### src/sv/box_blur_3x3_rgb_top_defines.svh
// assertion helpers for the box blur top level
`ifndef BOX_BLUR_3X3_RGB_TOP_DEFINES_SVH
`define BOX_BLUR_3X3_RGB_TOP_DEFINES_SVH

// consequent must hold in the same cycle as the antecedent
`define BB_ASSERT_NOW(label, clk_s, rst_s, ante, cons, msg) \
  label: assert property (@(posedge clk_s) disable iff (rst_s) (ante) |-> (cons)) \
    else $error(msg);

// consequent must hold in the cycle after the antecedent
`define BB_ASSERT_NEXT(label, clk_s, rst_s, ante, cons, msg) \
  label: assert property (@(posedge clk_s) disable iff (rst_s) (ante) |=> (cons)) \
    else $error(msg);

`endif

### src/sv/bblur_pkg.sv
`timescale 1ns / 1ps
package bblur_pkg;

  // pixel and window geometry
  localparam int CH_BITS  = 8;
  localparam int NUM_CH   = 3;
  localparam int RGB_BITS = CH_BITS * NUM_CH;
  localparam int NUM_ROWS = 3;
  localparam int NUM_COLS = 3;

  // averaging datapath widths
  localparam int SUM_BITS    = 12;
  localparam int CNT_BITS    = 4;
  localparam int TERM_BITS   = SUM_BITS + 1;
  localparam int RECIP_BITS  = 20;
  localparam int RECIP_SHIFT = 20;
  localparam int PROD_BITS   = TERM_BITS + RECIP_BITS;

  // configuration port
  localparam int CFG_WIDTH_BITS  = 11;
  localparam int CFG_HEIGHT_BITS = 13;
  localparam int CFG_DATA_BITS   = 13;
  localparam int CFG_INDEX_BITS  = 1;
  localparam int WIDTH_RESET     = 640;
  localparam int HEIGHT_RESET    = 480;

  // row and column selections, bit 0 is the top row or left column
  localparam logic [NUM_ROWS-1:0] MASK_ALL       = 3'b111;
  localparam logic [NUM_ROWS-1:0] MASK_LAST_TWO  = 3'b110;
  localparam logic [NUM_ROWS-1:0] MASK_LAST_ONE  = 3'b100;
  localparam logic [NUM_ROWS-1:0] MASK_FIRST_TWO = 3'b011;
  localparam logic [NUM_ROWS-1:0] MASK_MIDDLE    = 3'b010;

  typedef enum logic [CFG_INDEX_BITS-1:0] {
    REG_FRAME_WIDTH,
    REG_FRAME_HEIGHT
  } cfg_reg_t;

  typedef enum logic {
    OP_PIXEL,
    OP_FLUSH
  } op_t;

  typedef enum logic [2:0] {
    ST_IDLE,
    ST_LOAD,
    ST_FLOAD,
    ST_CALC,
    ST_WAIT,
    ST_EMIT
  } state_t;

  typedef logic [NUM_CH-1:0][CH_BITS-1:0]   rgb_t;
  typedef rgb_t [NUM_ROWS-1:0]               column_t;
  typedef logic [NUM_CH-1:0][SUM_BITS-1:0]  rgb_sum_t;
  typedef logic [CNT_BITS-1:0]              count_t;

  typedef struct packed {
    logic                shift;
    logic [NUM_ROWS-1:0] row_use;
  } cell_ctrl_t;

  // ceil(2^RECIP_SHIFT / (2*n)) for the neighbour counts that occur
  function automatic logic [RECIP_BITS-1:0] recip_of(input count_t n);
    logic [RECIP_BITS-1:0] r;
    unique case (n)
      4'd1:    r = 20'd524288;
      4'd2:    r = 20'd262144;
      4'd3:    r = 20'd174763;
      4'd4:    r = 20'd131072;
      4'd6:    r = 20'd87382;
      4'd9:    r = 20'd58255;
      default: r = '0;
    endcase
    return r;
  endfunction

endpackage

### src/sv/bblur_cell.sv
`timescale 1ns / 1ps
module bblur_cell (
  input  logic                  clk,
  input  bblur_pkg::cell_ctrl_t ctrl,
  input  logic                  col_use,
  input  bblur_pkg::column_t    col_in,
  output bblur_pkg::column_t    col_out,
  input  bblur_pkg::rgb_sum_t   sum_in,
  input  bblur_pkg::count_t     cnt_in,
  output bblur_pkg::rgb_sum_t   sum_out,
  output bblur_pkg::count_t     cnt_out
);
  import bblur_pkg::*;

  column_t col;

  // one window column, passed on to the left neighbour on each shift
  always_ff @(posedge clk) begin
    if (ctrl.shift) begin
      col <= col_in;
    end
  end

  assign col_out = col;

  // add this column's selected rows to the running sum from the right
  always_comb begin
    sum_out = sum_in;
    cnt_out = cnt_in;
    for (int rw = 0; rw < NUM_ROWS; rw++) begin
      if (col_use && ctrl.row_use[rw]) begin
        for (int ch = 0; ch < NUM_CH; ch++) begin
          sum_out[ch] = sum_out[ch] + SUM_BITS'(col[rw][ch]);
        end
        cnt_out = cnt_out + CNT_BITS'(1);
      end
    end
  end

endmodule

### config.mk
export PLATFORM = sky130hd
export DESIGN_NAME = bblur_cell
export DESIGN_NICKNAME = d
export VERILOG_FILES = /design/src/sv/box_blur_3x3_rgb_top_defines.svh /design/src/sv/bblur_pkg.sv /design/src/sv/bblur_cell.sv
export SDC_FILE = /design/constraint.sdc
export NUM_CORES = 1
export LEC_CHECK = 0
export BUFFER_PORTS_ARGS = -buffer_cell sky130_fd_sc_hd__buf_2
export CAP_MARGIN = 10
export CORE_ASPECT_RATIO = 2
export CORE_MARGIN = 2
export CORE_UTILIZATION = 25
export DETAILED_ROUTE_END_ITERATION = 12
export PLACE_DENSITY = 0.47
export SLEW_MARGIN = 0
export SYNTH_ARGS = -nofsm -noshare
export SYNTH_HDL_FRONTEND = slang
export SYNTH_SLANG_ARGS = --single-unit
### constraint.sdc
create_clock -name clk -period 11.6 [get_ports clk]
set_clock_uncertainty 0.05 [all_clocks]
set_input_delay 1.16 -clock clk [delete_from_list [all_inputs] [get_ports clk]]
set_output_delay 1.16 -clock clk [all_outputs]
set_load 0.02 [all_outputs]
Word-level counts from Yosys, hierarchy flattened
Index checks and enable logic that the tools add are counted.
- bits in writable memories: 0
- latch bits: 0
- memories: 0
- bits in read-only memories: 0
- output and inout port bits: 112
- input port bits: 118
- register bits after elaboration: 72
- div/mod/pow operators: 0
- multiplexer cells: 6
- $lt $le $gt $ge: 0
- multiply operators: 0
- bitwise gates (word level): 0
- equality and inequality tests: 0
- add/sub/neg operators: 12
- shifts and indexed selects: 0
- reduce and logical (&&, ||, !) cells: 3
- operators by type and width (operator ; count):
    $add 12x8->12 ; 9
    $mux 36 ; 3
    $add 4x1->4 const B ; 3
    $mux 4 ; 3
    $logic_and 1x1->1 ; 3

Depth between registers and ports, before layout
- depth in word-level cells: 6
- gate-level depth with buffers: 22
- depth with buffers taken out: 22

Worst setup path after synthesis
Ideal clock, no wire load.
- kind: input-to-output
- start point: input col_use
- end point: output sum_out[10] (netlist bit)
- stages: 22
- setup slack: 5361 ps
- arrival time: 5029 ps
- cells stage by stage: buf_2 > nand2_1 > buf_2 > buf_1 > mux2i_1 > inv_1 > ha_1 > inv_1 > fa_1 > nor2b_1 > o21ai_0 > a21oi_1 > or3_1 > a21oi_1 > a31oi_1 > ha_1 > o21a_1 > o31ai_1 > a211oi_1 > a31o_1 > o2bb2ai_1 > xnor2_1
- RTL lines (element ; RTL line ; RTL):
    from (decl) ; bblur_cell.sv:5 ; input logic col_use,
    to (decl) ; bblur_cell.sv:10 ; output bblur_pkg::rgb_sum_t sum_out,

==> summary.md <==
| Metric | Value |
|---|---|
| IO buf count | 229 |
| Final non-filler cell area | 8940 um^2 |
| Die X | 123 um |
| Vias in the first global route | 6609 |
| Ys flop type | edfxtp_1 |
| Synthesized instance count | 756 |
| Placed Cells | 1327 |
| Die height | 241 um |
| Syn avg cell area | 9.32 um^2 |
| CTS Sinks | 72 |
| Path type of the worst min-delay path | in -> reg |
| Drt first pass iters | 4 |
| Critical Path End | sum_out[10] |
| Mapped cell area | 7050 um^2 |
| Largest register FFs | 72 |
| Io pins | 230 |
| Worst endpoint required time | 10390 ps |
| Slew headroom | 36.5% |
| CTS tree | yes |
| Number of cell rows | 87 |
| Max VDD drop | 0.0000899 V |
| Initial Util | 25.2% |
| HPWL Detailed | 18100 um |
| Setup crit start kind | input pin |
| Pwr dens | 133 nW/um^2 |
| Antenna Cells | 0 |
| Layout cell share with drive strength beyond 1 | 29.0% |
| Placed inst area | 8590 um^2 |
| M3 GR Usage | 4.10% |
| Count leader, synth | ha_1 |
| # Post-CTS Setup Buffers | 0 |
| Async SR Flop Fraction | 0% |
| WL per Instance | 16.7 um |
| Antenna violations before repair | 2 |
| Leak Pwr | 3.95 nW |
| DRC | 0 |
| Post-Syn Nets | 967 |
| Antenna-violating nets left | 0 |
| GRT Util Overall | 15.1% |
| Yosys warning count | 0 |
| Setup TNS | 0 ps |
| Final Setup Violations | 0 |
| Vias per cell | 4.85 |
| Post-synthesis cell type count | 73 |
| Hold path cells | 1 |
| Clock slew at reported path FFs | 60 ps |
| Setup Crit Path Kind | in -> out |
| Top post-synthesis cells by count | ha_1, edfxtp_1, nand2_1, nor2_1, a21oi_1 |
| Area grow syn2layout | 26.8% |
| Pins Over Slew Limit | 0 |
| Final #Nets | 1193 |
| Via Count | 6515 |
| Root buf cell | clkbuf_16 |
| Hold Violations, Final | 0 |
| Overall Power | 0.00119 W |
| Worst Max-Slew Pin Slew | 952 ps |
| Arrival @ worst endpoint | 5600 ps |
| Top cells by area, synth | edfxtp_1, ha_1, xnor2_1, a21oi_1, o21ai_0 |
| Outcome | complete, no violations |
| Initial DRC count | 197 |
| Crit-path max FO | 18 |
| MaxCap Viol Count | 0 |
| Sequential fraction of the synthesis area | 30.7% |
| GRT Max-Usage Layer | met2 |
| Crit path from | col_use |
| RePlAce Congestion | 0.800 |
| Die ar. | 29600 um^2 |
| Yosys reg bits | 72 |
| Worst slack at placement | 4690 ps |
| Peak Freq | 147 MHz |
| Post-synth EDFFs | 72 |
| Crit path time final | 6810 ps |
| Critical path endpoint category | output pin |
| Largest net degree at the start of global routing | 73 |
| Core area | 28000 um^2 |
| Share of the synthesized area in the top cell type | 30.7% |
| Clock buffer depth | 2 |
| Met1 usage in global routing | 16.9% |
| Grt total ovfl | 0 |
| Cts bufs inserted | 9 |
| Htree depth | 3 |
| Post-CTS resize count | 0 |
| Crit path setup slack, layout | 4790 ps |
| Non-filler instance count after layout | 1343 |
| Final period util | 58.7% |
| Routed WL | 22400 um |
| Hold_buf cts | 0 |
| Cell taking the most area after synthesis | edfxtp_1 |
| RSZ-0062 raised after global routing | no |
| First-pass GRT wire length | 34000 um |
| Met2 usage | 26.4% |
-- placed cells by master (no fill, tap or decap), types with 3 or more instances in the layout --
cell type  count
a31oi_1        8
or3_1          5
ha_1          84
xor2_1        21
and2_1         6
mux2_2        17
o21bai_1      13
nand4_1        6
bufinv_16      3
a21oi_1       55
clkbuf_16      9
o31ai_1        7
xnor2_1       43
o21a_1         8
mux2i_1        5
inv_1         37
a211oi_2       5
buf_2        228
o21ai_1        9
nand2_1       62
buf_4          6
nand2b_1      10
nor2b_1        7
a211oi_1      16
fa_1           9
nor3_1        17
nor3b_1        3
a21o_1        19
edfxtp_1      72
o21ai_0       52
nor2_1        62
o211ai_1       7
nand3_1       19
and3_1         7
-- where the power goes --
part	internal [W]	switching, W
clock network	0.000212	0.000123
registers	0.000311	0.0000175
logic	0.000213	0.000315
total	0.000735	0.000455
-- critical path: stages --
cell and delay, ps:
buf_2 190, and2_1 780, o21ai_0 180, o21ai_0 330, ha_1 310, o21ai_0 170, a21oi_1 110, or3_1 340
a21oi_1 150, a31oi_1 90, ha_1 340, o21a_1 120, o31ai_1 80, a211oi_1 570, nand3_1 160, o2bb2ai_1 160
xnor2_1 170, buf_2 200
-- final cells by class --
type	instances	area (um^2)
clock buffer	10	229
clock inverter	6	115
fill	2960	19000
inverter	37	139
multi-input combinational	628	4660
sequential	72	2160
tap	356	445
timing repair buffer	234	1190
-- per-stage QoR --
step           hold WS [ps]  utilization (%)
2_1_floorplan          1210                -
3_3_place_gp           1290             30.7
3_5_place_dp           1290             30.7
4_1_cts                 884             31.9
5_1_grt                 892             31.9
6_report                911             31.9
-- how the worst min path moves through the flow --
stage / from / endpoint / slack [ps]
finish: col_in[29] / col_out[29] / 910
global route: col_in[1] / col_out[1] / 890
floorplan: col_in[0] / col_out[0] / 1210
detailed placement: col_in[11] / col_out[11] / 1290
CTS: col_in[29] / col_out[29] / 880
global placement: col_in[68] / col_out[68] / 1290
-- routing by layer --
layer	part of all wire, %	routed length [um]
met5	0.076	17
met2	48	10800
met1	42	9330
met3	7.4	1660
met4	2.6	573
-- cell families (layout without fill, tap and decap cells) --
family                   Yosys count  count (layout)  share of synthesized area (%)
flip-flops                        72              72                           30.7
multiplexers                      22              22                           3.43
buffers and inverters             56             287                           3.20
AO/OA/AOI/OAI                    233             233                           22.4
adder cells (fa/ha/maj)           93              93                           17.5
AND/OR/NAND/NOR                  215             215                           14.6
XOR/XNOR                          65              65                           8.19
Note: power is estimated with default switching activity, not from simulation.
