## src/sv/box_blur_3x3_rgb_top_defines.svh

```systemverilog
// assertion helpers for the box blur top level
`ifndef BOX_BLUR_3X3_RGB_TOP_DEFINES_SVH
`define BOX_BLUR_3X3_RGB_TOP_DEFINES_SVH

// consequent must hold in the same cycle as the antecedent
`define BB_ASSERT_NOW(label, clk_s, rst_s, ante, cons, msg) \
  label: assert property (@(posedge clk_s) disable iff (rst_s) (ante) |-> (cons)) \
    else $error(msg);

// consequent must hold in the cycle after the antecedent
`define BB_ASSERT_NEXT(label, clk_s, rst_s, ante, cons, msg) \
  label: assert property (@(posedge clk_s) disable iff (rst_s) (ante) |=> (cons)) \
    else $error(msg);

`endif

```

## src/sv/bblur_pkg.sv

```systemverilog
`timescale 1ns / 1ps
package bblur_pkg;

  // pixel and window geometry
  localparam int CH_BITS  = 8;
  localparam int NUM_CH   = 3;
  localparam int RGB_BITS = CH_BITS * NUM_CH;
  localparam int NUM_ROWS = 3;
  localparam int NUM_COLS = 3;

  // averaging datapath widths
  localparam int SUM_BITS    = 12;
  localparam int CNT_BITS    = 4;
  localparam int TERM_BITS   = SUM_BITS + 1;
  localparam int RECIP_BITS  = 20;
  localparam int RECIP_SHIFT = 20;
  localparam int PROD_BITS   = TERM_BITS + RECIP_BITS;

  // configuration port
  localparam int CFG_WIDTH_BITS  = 11;
  localparam int CFG_HEIGHT_BITS = 13;
  localparam int CFG_DATA_BITS   = 13;
  localparam int CFG_INDEX_BITS  = 1;
  localparam int WIDTH_RESET     = 640;
  localparam int HEIGHT_RESET    = 480;

  // row and column selections, bit 0 is the top row or left column
  localparam logic [NUM_ROWS-1:0] MASK_ALL       = 3'b111;
  localparam logic [NUM_ROWS-1:0] MASK_LAST_TWO  = 3'b110;
  localparam logic [NUM_ROWS-1:0] MASK_LAST_ONE  = 3'b100;
  localparam logic [NUM_ROWS-1:0] MASK_FIRST_TWO = 3'b011;
  localparam logic [NUM_ROWS-1:0] MASK_MIDDLE    = 3'b010;

  typedef enum logic [CFG_INDEX_BITS-1:0] {
    REG_FRAME_WIDTH,
    REG_FRAME_HEIGHT
  } cfg_reg_t;

  typedef enum logic {
    OP_PIXEL,
    OP_FLUSH
  } op_t;

  typedef enum logic [2:0] {
    ST_IDLE,
    ST_LOAD,
    ST_FLOAD,
    ST_CALC,
    ST_WAIT,
    ST_EMIT
  } state_t;

  typedef logic [NUM_CH-1:0][CH_BITS-1:0]   rgb_t;
  typedef rgb_t [NUM_ROWS-1:0]               column_t;
  typedef logic [NUM_CH-1:0][SUM_BITS-1:0]  rgb_sum_t;
  typedef logic [CNT_BITS-1:0]              count_t;

  typedef struct packed {
    logic                shift;
    logic [NUM_ROWS-1:0] row_use;
  } cell_ctrl_t;

  // ceil(2^RECIP_SHIFT / (2*n)) for the neighbour counts that occur
  function automatic logic [RECIP_BITS-1:0] recip_of(input count_t n);
    logic [RECIP_BITS-1:0] r;
    unique case (n)
      4'd1:    r = 20'd524288;
      4'd2:    r = 20'd262144;
      4'd3:    r = 20'd174763;
      4'd4:    r = 20'd131072;
      4'd6:    r = 20'd87382;
      4'd9:    r = 20'd58255;
      default: r = '0;
    endcase
    return r;
  endfunction

endpackage

```

## src/sv/bblur_mean.sv

```systemverilog
`timescale 1ns / 1ps
module bblur_mean (
  input  logic                clk,
  input  logic                rst,
  input  logic                start,
  input  bblur_pkg::rgb_sum_t sum,
  input  bblur_pkg::count_t   count,
  output logic                done,
  output bblur_pkg::rgb_t     mean
);
  import bblur_pkg::*;

  logic [NUM_CH-1:0][TERM_BITS-1:0] term;
  logic [RECIP_BITS-1:0]            recip;
  logic [NUM_CH-1:0][PROD_BITS-1:0] prod;
  logic                             term_valid;

  // two-stage valid track
  always_ff @(posedge clk) begin
    if (rst) begin
      term_valid <= 1'b0;
      done       <= 1'b0;
    end else begin
      term_valid <= start;
      done       <= term_valid;
    end
  end

  // 2*sum + n and the reciprocal of 2*n
  always_ff @(posedge clk) begin
    if (start) begin
      for (int ch = 0; ch < NUM_CH; ch++) begin
        term[ch] <= TERM_BITS'({sum[ch], 1'b0}) + TERM_BITS'(count);
      end
      recip <= recip_of(count);
    end
  end

  // reciprocal multiply, exact for every reachable term
  always_ff @(posedge clk) begin
    if (term_valid) begin
      for (int ch = 0; ch < NUM_CH; ch++) begin
        prod[ch] <= PROD_BITS'(term[ch]) * PROD_BITS'(recip);
      end
    end
  end

  always_comb begin
    for (int ch = 0; ch < NUM_CH; ch++) begin
      mean[ch] = prod[ch][RECIP_SHIFT +: CH_BITS];
    end
  end

endmodule

```

## config.mk

```make
export PLATFORM = sky130hd
export DESIGN_NAME = bblur_mean
export DESIGN_NICKNAME = d
export VERILOG_FILES = /design/src/sv/box_blur_3x3_rgb_top_defines.svh /design/src/sv/bblur_pkg.sv /design/src/sv/bblur_mean.sv
export SDC_FILE = /design/constraint.sdc
export NUM_CORES = 1
export LEC_CHECK = 0
export ABC_AREA = 1
export ABC_CLOCK_PERIOD_IN_PS = 10400
export BUFFER_PORTS_ARGS = -buffer_cell sky130_fd_sc_hd__buf_2
export CAP_MARGIN = 20
export CORE_AREA = 2 2 218 220
export CTS_CLUSTER_DIAMETER = 50
export DETAILED_ROUTE_END_ITERATION = 12
export DIE_AREA = 0 0 220 222
export SLEW_MARGIN = 20
export SYNTH_ARGS = -nofsm -noshare
export SYNTH_HDL_FRONTEND = slang
export SYNTH_SLANG_ARGS = --single-unit
```

## constraint.sdc

```tcl
create_clock -name clk -period 10.4 [get_ports clk]
set_input_delay 0.52 -clock clk [delete_from_list [all_inputs] [get_ports clk]]
set_output_delay 0.52 -clock clk [all_outputs]
set_load 0.05 [all_outputs]
```

# After elaboration in Yosys (flattened, before gate mapping)
# Index checks and enable logic that the tools add are counted.
[word_totals]
ff_bits = 145
input_bits = 43
out_inout_bits = 25
word_cells = 22
[classes]
addsub = 3
n_mul = 3
eq_ne = 6
n_mux = 1
[op_table]
columns = ["cell", "n"]
rows = [
  ["$pmux W20 S6", 1],
  ["$mul A13 B20 Y28", 3],
  ["$add A13 B4 Y13", 3],
  ["$eq A4 B2 Y1 const B", 2],
  ["$eq A4 B3 Y1 const B", 2],
  ["$eq A4 B1 Y1 const B", 1],
  ["$eq A4 B4 Y1 const B", 1],
]

# Logic depth before layout (Yosys ltp)
# Gate-level depths: netlist (run 1).
[logic_depth]
depth_word = 2
mapped_depth = 26
depth_no_buf = 24

# Worst setup path after synthesis (run 1)
# Ideal clock, no wire load.
[synth_path]
path_kind = "register to register"
from = "register recip[17]"
to = "register prod (netlist bit mean[1]), data pin"
setup_ps = 253
arrival_ps = 4728
required_ps = 10147
path_slack_ps = 5419
stages_incl_launch_ff = 22
path_buffers = 2
synth_period_minus_slack_ps = 4981
cell_sequence = "edfxtp_1 > clkbuf_1 > clkbuf_1 > nand2_1 > fa_1 > inv_1 > fa_1 > inv_1 > fa_1 > inv_1 > fa_1 > inv_1 > fa_1 > inv_1 > ha_1 > nand2_1 > nor2_1 > nand3_1 > nor3_1 > nand3_1 > nand4_1 > nand2_1"
[synth_between]
elab_chain_cells = 1
[synth_lines]
columns = ["element", "line", "source"]
rows = [
  ["start: declaration", "bblur_mean.sv:14", "logic [RECIP_BITS-1:0] recip;"],
  ["start signal: assignment", "bblur_mean.sv:35", "recip <= recip_of(count);"],
  ["$mul A13 B20 Y28", "bblur_mean.sv:43", "prod[ch] <= PROD_BITS'(term[ch]) * PROD_BITS'(recip);"],
  ["end signal: indexed assignment", "bblur_mean.sv:43", ""],
  ["end: declaration", "bblur_mean.sv:15", "logic [NUM_CH-1:0][PROD_BITS-1:0] prod;"],
]
# Every way passes these cells.
# A chain may end at the register's enable or synchronous reset.

# Worst setup path in the final report (run 1)
[layout_path]
from = "register recip[15]"
to = "register prod (netlist bit mean[13]), data pin"
# Same word-level chain as after synthesis.

==> PnR_summary.wiki, run 1 <==
{| class="wikitable"
! Metric !! Value
|-
| Worst stage delay on the critical path || roughly 0.67 ns
|-
| Critical-path cell with the highest stage delay || sky130_fd_sc_hd__fa_1
|-
| Unrepaired setup endpoints after global routing || no
|-
| CTS Root Cell || sky130_fd_sc_hd__clkbuf_16
|-
| GP Congestion || 0.949
|-
| Clock latency of the later-clocked register in the worst-skew pair || roughly 0.40 ns
|-
| Wirelength per Cell || 17.0 um
|-
| Global routing usage summed across all routing layers || 0.248
|-
| Share of final-layout standard cells stronger than drive strength 1 || 0.0387
|-
| Number of cell rows || between 70 and 80
|-
| Fin. max-slew vios || 0
|-
| Die height || about 220 um
|-
| Max-cap violations || 0
|-
| Clock sinks || 71
|-
| TritonCTS clock tree || built
|-
| Area of the die || around 0.049 mm2
|-
| Layout overhead on the synthesized area || 5.59%
|-
| Antenna cell count || 0
|-
| Critical path data required time || around 11 ns
|-
| DRC marker count from the first detailed-route iteration || 931
|-
| Total count of hold-check failures in the final report || 0
|-
| Hold path start || rst
|-
| Hold buffer count at CTS || 0
|-
| Post-cts repair resize count || 0
|-
| Area of the multi-input gates || 0.0157 mm2
|-
| Final count of negative-setup-slack endpoints || 0
|-
| Cells after synthesis || approximately 2700
|-
| Post-route fraction of the period consumed by the critical path || 0.536
|-
| Routed vias || around 16000
|-
| Class of the most critical hold timing path || in2reg
|-
| Port bufs || 67
|-
| Pin count of the biggest net entering global routing || 47
|-
| Post-Route WL || about 57000 um
|-
| Arrival @ worst endpoint || 5.71 ns
|-
| DRC violations left || 0
|-
| Result of the run || completed
|-
| Initial core utilization || 0.466
|-
| Via count of the first global-routing pass || around 17000
|-
| # Post-CTS Setup Buffers || 0
|-
| Beginning of the worst register-to-register path || recip[15]$_DFFE_PP_
|-
| Worst hold path stage count || 2
|-
| Cell depth of the worst flop-to-flop path || 18
|-
| Worst rel slew slack || 0.432
|-
| Total negative slack for setup checks || 0 ns
|-
| Synthesized area || ~0.022 mm2
|-
| Mean Syn Cell Area || 8.05 um2
|-
| Deepest level of the CTS H-tree || 3
|-
| Area of the core || 0.0463 mm2
|-
| Total half-perimeter wirelength after legalization and detailed placement || 49800 um
|-
| Worst setup path class || reg2reg
|-
| Number of warnings printed during yosys synthesis || 0
|-
| Top-level I/O count || 68
|-
| Critical path capture point type || register
|-
| Cells traversed along the worst timing path || buf_4 -> nand2_1 -> fa_1 -> inv_1 -> fa_1 -> fa_1 -> inv_1 -> fa_1 -> fa_1 -> inv_1 -> ha_1 -> nand2_1 -> nor2_1 -> nand2_1 -> nor3_1 -> nand2_1 -> nand4_1 -> nand2_1
|-
| Antenna violations before repair || 0
|-
| First-pass GRT wire length || between 90000 and 100000 um
|-
| Count of different cell masters after synthesis || 34
|-
| Remaining Overflow, GRT || 0
|-
| Sequential area share after synthesis || 0.0979
|-
| Max Fclk || around 180 MHz
|-
| CTS clock-pin slew for the worst setup and hold paths || roughly 0.060 ns
|-
| Via-to-Cell Ratio || approximately 4.9
|-
| Launching element of the worst setup path || recip[15]$_DFFE_PP_
|-
| Peak fanout along the critical path || 34
|-
| Clock skew after layout || between 0.02 and 0.03 ns
|-
| Post-layout nets || 3378
|-
| Antenna-violating nets left || 0
|-
| Setup slack of the most critical reg-to-reg path || slightly below 5 ns
|-
| Startpoint types || register
|-
| Transition time of the tightest slew-check pin || about 0.85 ns
|-
| Clock Path Buffers || 2
|-
| Nets in the synthesized netlist || roughly 3300
|-
| Final Hold Slack || 0.316 ns
|-
| CTS buffer count || 9
|-
| Die Span X || roughly 220 um
|-
| Combined flip-flop and latch cell area || 0.00211 mm2
|-
| Total of flip-flops plus latches after synthesis || 71
|-
| Period minus WS final || ~5.6 ns
|-
| Pre-Repair DR Iteration Count || 7
|-
| Number of fill cells in the layout || 4543
|}
registers in the layout (all words and copies together) (netlist names):
name,flops
recip,8
done,1
mean,24
term,37
term_valid,1
cell usage after synthesis:
cell | instances | area share
sky130_fd_sc_hd__nand2_4 | 1 | 0.00052
sky130_fd_sc_hd__o21ai_0 | 40 | 0.0093
sky130_fd_sc_hd__dfxtp_1 | 2 | 0.0019
sky130_fd_sc_hd__nand3_2 | 2 | 0.00093
sky130_fd_sc_hd__nand3b_1 | 4 | 0.0014
sky130_fd_sc_hd__nand4_1 | 28 | 0.0081
sky130_fd_sc_hd__edfxtp_1 | 69 | 0.096
sky130_fd_sc_hd__clkbuf_1 | 30 | 0.0052
sky130_fd_sc_hd__nor2_2 | 1 | 0.00029
sky130_fd_sc_hd__buf_1 | 16 | 0.0028
sky130_fd_sc_hd__nand3_1 | 67 | 0.016
sky130_fd_sc_hd__a21o_1 | 11 | 0.0038
sky130_fd_sc_hd__a21oi_1 | 68 | 0.016
sky130_fd_sc_hd__a31oi_1 | 4 | 0.0012
sky130_fd_sc_hd__o21bai_1 | 13 | 0.0045
sky130_fd_sc_hd__nand2b_1 | 2 | 0.00058
sky130_fd_sc_hd__buf_2 | 9 | 0.0021
sky130_fd_sc_hd__xnor2_1 | 22 | 0.0089
sky130_fd_sc_hd__nor4_1 | 3 | 0.00087
sky130_fd_sc_hd__o21a_1 | 8 | 0.0028
sky130_fd_sc_hd__nor3_1 | 17 | 0.0039
sky130_fd_sc_hd__and3_1 | 2 | 0.00058
sky130_fd_sc_hd__fa_1 | 447 | 0.41
sky130_fd_sc_hd__nor2_1 | 112 | 0.019
sky130_fd_sc_hd__nand2_1 | 547 | 0.095
sky130_fd_sc_hd__nor2_4 | 3 | 0.0016
sky130_fd_sc_hd__o31ai_1 | 2 | 0.00070
sky130_fd_sc_hd__a21boi_0 | 8 | 0.0028
sky130_fd_sc_hd__ha_1 | 177 | 0.10
sky130_fd_sc_hd__inv_1 | 931 | 0.16
sky130_fd_sc_hd__xor2_1 | 27 | 0.011
sky130_fd_sc_hd__nand2_2 | 5 | 0.0014
sky130_fd_sc_hd__buf_4 | 1 | 0.00035
sky130_fd_sc_hd__o21bai_2 | 2 | 0.0010
worst paths after layout:
check                          end
max reg2reg     mean[13]$_DFFE_PP_
min reg2reg        done$_SDFF_PP0_
min          term_valid$_SDFF_PP0_
max             mean[13]$_DFFE_PP_
metal layers:
layer	part of all wire	vias to the layer above	GRT usage
met5	0	-	0
met4	0.025	0	0.0682
met3	0.050	70	0.0335
met2	0.47	433	0.408
met1	0.45	7941	0.345
li1	-	7713	-
layout make-up:
| type | instances | share of cell area |
|---|---|---|
| multi-input combinational | 1623 | 0.691 |
| inverter | 931 | 0.153 |
| clock buffer | 9 | 0.00989 |
| clock inverter | 7 | 0.00209 |
| sequential | 71 | 0.0928 |
| tap | 607 | 0.0333 |
| timing repair buffer | 75 | 0.0175 |
stage by stage:
step / area [um2] / std cells / util / worst slack [ns]
final: 22800 / 3323 / 0.492 / 4.83
after global routing: 22800 / 3323 / 0.492 / 4.52
after CTS: 22800 / 3323 / 0.492 / 4.86
after detailed placement: 22500 / 3307 / 0.486 / 4.88
after global placement: 22500 / 3307 / 0.486 / 4.91
after floorplan: 21600 / 2681 / - / 5.42
placed cells by master, fill, tap and decap left out, drive strengths merged:
master and count:
inv 932, nand2 553, fa 447, ha 177
nor2 116, buf 75, edfxtp 69, nand3 69
a21oi 68, o21ai 40, nand4 28, xor2 27
xnor2 22, nor3 17, o21bai 15, a21o 11
clkbuf 9, a21boi 8, o21a 8, nand3b 4
a31oi 4, clkinvlp 4, nor4 3, and3 2
nand2b 2, o31ai 2, clkinv 2, dfxtp 2
critical path, delay by kind of cell, from the launching register on:
family        cells  cell delay (ns)
flops             1             0.39
simple gates      8             1.23
buf+inv           4             0.63
fa+ha+maj         6             3.03
kinds of logic after synthesis:
kind of cell / count (synthesis) / share of synthesized area
AOI/OAI and AO/OA: 156 / 0.0419
DFF: 71 / 0.0979
buffers and inverters: 987 / 0.172
xor gates and xnor gates: 49 / 0.0199
adders and majority gates: 624 / 0.517
and+or+nand+nor: 794 / 0.150
Power of run 1 is left out: the tool's default activity adds up to more than one toggle a clock period on the data nets, which glitch-free logic cannot reach.
==> run 2: changes to the inputs <==
--- a/config.mk
+++ b/config.mk
@@ -6,7 +6,7 @@
 export NUM_CORES = 1
 export LEC_CHECK = 0
 export ABC_AREA = 1
-export ABC_CLOCK_PERIOD_IN_PS = 10400
+export ABC_CLOCK_PERIOD_IN_PS = 5010
 export BUFFER_PORTS_ARGS = -buffer_cell sky130_fd_sc_hd__buf_2
 export CAP_MARGIN = 20
 export CORE_AREA = 2 2 218 220
==> constraint.sdc (replaced) <==
create_clock -name clk -period 5.01 [get_ports clk]
set_input_delay 0.2505 -clock clk [delete_from_list [all_inputs] [get_ports clk]]
set_output_delay 0.2505 -clock clk [all_outputs]
set_load 0.05 [all_outputs]
==> PnR_summary.wiki, run 2 (same netlist as run 1, synthesis figures left out) <==
{| class="wikitable"
! Metric !! Value
|-
| Max Fclk || 197 MHz (was 179 MHz)
|-
| Result of the run || finished, violations left (was completed)
|-
| Port bufs || 67 (unchanged)
|-
| DRC marker count from the first detailed-route iteration || 812 (was 931)
|-
| Antenna-violating nets left || 0 (unchanged)
|-
| Instance count after placement with tap cells included || 3522 (was 3307)
|-
| Via count of the first global-routing pass || 18200 (was 17400)
|-
| Setup slack of the most critical reg-to-reg path || -0.08 ns (was 4.83 ns)
|-
| Fin. max-slew vios || 0 (unchanged)
|-
| Period minus WS final || 5.09 ns (was 5.57 ns)
|-
| Via-to-Cell Ratio || 4.72 (was 4.86)
|-
| Pin count of the biggest net entering global routing || 47 (unchanged)
|-
| Die height || 222 um (unchanged)
|-
| Total count of hold-check failures in the final report || 0 (unchanged)
|-
| Clock skew after layout || 0.0135 ns (was 0.0269 ns)
|-
| Number of flip-flops under the largest register name || 37 (unchanged)
|-
| Critical path data required time || 5.16 ns (was 10.53 ns)
|-
| Reg-to-Reg End || mean[23]$_DFFE_PP_ (was mean[13]$_DFFE_PP_)
|-
| Clock Path Buffers || 2 (unchanged)
|-
| Initial core utilization || 0.466 (unchanged)
|-
| Violations in the final reports || negative setup slack
|-
| Antenna violations before repair || 0 (unchanged)
|-
| Arrival @ worst endpoint || 5.24 ns (was 5.71 ns)
|-
| Beginning of the worst register-to-register path || recip[16]$_DFFE_PP_ (was recip[15]$_DFFE_PP_)
|-
| Deepest level of the CTS H-tree || 3 (unchanged)
|-
| Global routing usage summed across all routing layers || 0.256 (was 0.248)
|-
| Layout overhead on the synthesized area || 16.6% (was 5.59%)
|-
| First-pass GRT wire length || 95600 um (was 92700 um)
|-
| Largest register by flop count || term (unchanged)
|-
| Clock sinks || 71 (unchanged)
|-
| Final count of negative-setup-slack endpoints || 11 (was 0)
|-
| Remaining Overflow, GRT || 0 (unchanged)
|-
| Hold buffer count at CTS || 0 (unchanged)
|-
| Transition time of the tightest slew-check pin || 0.947 ns (was 0.853 ns)
|-
| Number of cell rows || 79 (unchanged)
|-
| Critical path capture point type || register (unchanged)
|-
| Worst rel slew slack || 0.369 (was 0.432)
|-
| CTS clock-pin slew for the worst setup and hold paths || 0.07 ns (was 0.06 ns)
|-
| Wirelength per Cell || 16.4 um (was 17.0 um)
|-
| Top-level I/O count || 68 (unchanged)
|-
| Hold path start || rst (unchanged)
|-
| Area of the core || 0.0463 mm2 (unchanged)
|-
| End point of the most critical hold path || term_valid$_SDFF_PP0_ (unchanged)
|-
| Clock latency of the later-clocked register in the worst-skew pair || 0.40 ns (about the same)
|-
| GP Congestion || 0.928 (was 0.949)
|-
| Peak fanout along the critical path || 29 (was 34)
|-
| Worst setup path class || reg2reg (unchanged)
|-
| Most frequent cells in the layout || sky130_fd_sc_hd__inv_1, sky130_fd_sc_hd__nand2_1, sky130_fd_sc_hd__fa_1, sky130_fd_sc_hd__buf_4, sky130_fd_sc_hd__ha_1 (was sky130_fd_sc_hd__inv_1, sky130_fd_sc_hd__nand2_1, sky130_fd_sc_hd__fa_1, sky130_fd_sc_hd__ha_1, sky130_fd_sc_hd__nor2_1)
|-
| Unrepaired setup endpoints after global routing || yes (was no)
|-
| Antenna cell count || 0 (unchanged)
|-
| CTS buffer count || 9 (unchanged)
|-
| Routed vias || 16700 (was 16200)
|-
| DRC violations left || 0 (unchanged)
|-
| Worst hold path stage count || 2 (unchanged)
|-
| TritonCTS clock tree || built (unchanged)
|-
| Share of final-layout standard cells stronger than drive strength 1 || 0.157 (was 0.0387)
|-
| Startpoint types || register (unchanged)
|-
| Worst slack after detailed placement || -0.342 ns (was 4.88 ns)
|-
| Post-layout nets || 3601 (was 3378)
|-
| Worst-case setup margin in the final layout || -0.0756 ns (was 4.83 ns)
|-
| CTS Root Cell || sky130_fd_sc_hd__clkbuf_16 (unchanged)
|-
| Cell depth of the worst flop-to-flop path || 22 (was 18)
|-
| Post-Route WL || 58200 um (was 56600 um)
|-
| Die Span X || 220 um (unchanged)
|-
| Max-cap violations || 0 (unchanged)
|-
| Pre-Repair DR Iteration Count || 6 (was 7)
|-
| Most frequent standard cell in the layout excluding fill and tap cells || sky130_fd_sc_hd__inv_1 (unchanged)
|-
| Fin cells || 3546 (was 3323)
|-
| Total half-perimeter wirelength after legalization and detailed placement || 51400 um (was 49800 um)
|-
| Class of the most critical hold timing path || in2reg (unchanged)
|-
| Area of the die || 0.0488 mm2 (unchanged)
|-
| Post-route fraction of the period consumed by the critical path || 1.02 (was 0.536)
|}
run 2: cell types whose count changed in the layout (fill, tap and decap cells not counted), sizes merged:
cell / before / now
clkinvlp: 4 / 1
clkinv: 2 / 3
buf: 75 / 298
inv: 932 / 934
run 2: how the worst max path moves through the flow:
stage | from | end | slack (ns) | cells after the start
2_1_floorplan | recip[17]$_DFFE_PP_ | mean[1]$_DFFE_PP_ | 0.03 | 21
3_3_place_gp | recip[15]$_DFFE_PP_ | mean[7]$_DFFE_PP_ | -0.27 | 21
3_5_place_dp | recip[16]$_DFFE_PP_ | mean[23]$_DFFE_PP_ | -0.34 | 22
4_1_cts | recip[16]$_DFFE_PP_ | mean[23]$_DFFE_PP_ | -0.12 | 22
5_1_grt | recip[15]$_DFFE_PP_ | mean[7]$_DFFE_PP_ | -0.32 | 24
6_report | recip[16]$_DFFE_PP_ | mean[23]$_DFFE_PP_ | -0.08 | 22
run 2: cell type report:
cell class | count | area, um2
flip-flops and latches | 71 | 2110
fillers | 4414 | 21100
clock inverters | 7 | 55.1
inverters | 931 | 3490
clock buffers | 9 | 225
multi-input cells | 1623 | 16300
repair buffers | 298 | 2190
well taps | 607 | 759
run 2: worst max-delay path, stage by stage, from the launching register on:
cell                       delay, ns
sky130_fd_sc_hd__edfxtp_1       0.41
sky130_fd_sc_hd__buf_12         0.19
sky130_fd_sc_hd__buf_4          0.15
sky130_fd_sc_hd__nand2_1        0.07
sky130_fd_sc_hd__inv_1          0.09
sky130_fd_sc_hd__fa_1           0.48
sky130_fd_sc_hd__fa_1           0.54
sky130_fd_sc_hd__inv_1          0.07
sky130_fd_sc_hd__fa_1           0.54
sky130_fd_sc_hd__inv_1          0.05
sky130_fd_sc_hd__fa_1           0.47
sky130_fd_sc_hd__inv_1          0.05
sky130_fd_sc_hd__fa_1           0.48
sky130_fd_sc_hd__inv_1          0.06
sky130_fd_sc_hd__ha_4           0.24
sky130_fd_sc_hd__a21oi_1        0.22
sky130_fd_sc_hd__o21ai_0        0.17
sky130_fd_sc_hd__nand2_1        0.10
sky130_fd_sc_hd__nand2_1        0.05
sky130_fd_sc_hd__a21oi_1        0.14
sky130_fd_sc_hd__nand2_2        0.12
sky130_fd_sc_hd__nand3_1        0.09
sky130_fd_sc_hd__nand2_1        0.05
run 2: repair_timing:
item                                    CTS  global route
pin swaps                                 7             6
endpoints found under the setup margin   24            24
buffers inserted                          5             3
resized for setup                        80            77
run 2: through the flow:
step                instance area [um2]  hold WS, ns  TNS, ns   util
floorplan                         21600        0.322        0      -
global placement                  24200        0.416    -2.44  0.524
finish                            25200       0.0243   -0.366  0.544
detailed placement                24200        0.426    -2.95  0.524
CTS                               24800      0.00179   -0.512  0.537
global route                      25200       0.0272    -6.36  0.544
run 2: layer usage:
metal / share of wire / track usage
met3: 0.040 / 0.0307
met5: 0 / 0
met4: 0.025 / 0.0753
met2: 0.48 / 0.423
met1: 0.45 / 0.353
Power of run 2 is left out for the same reason.
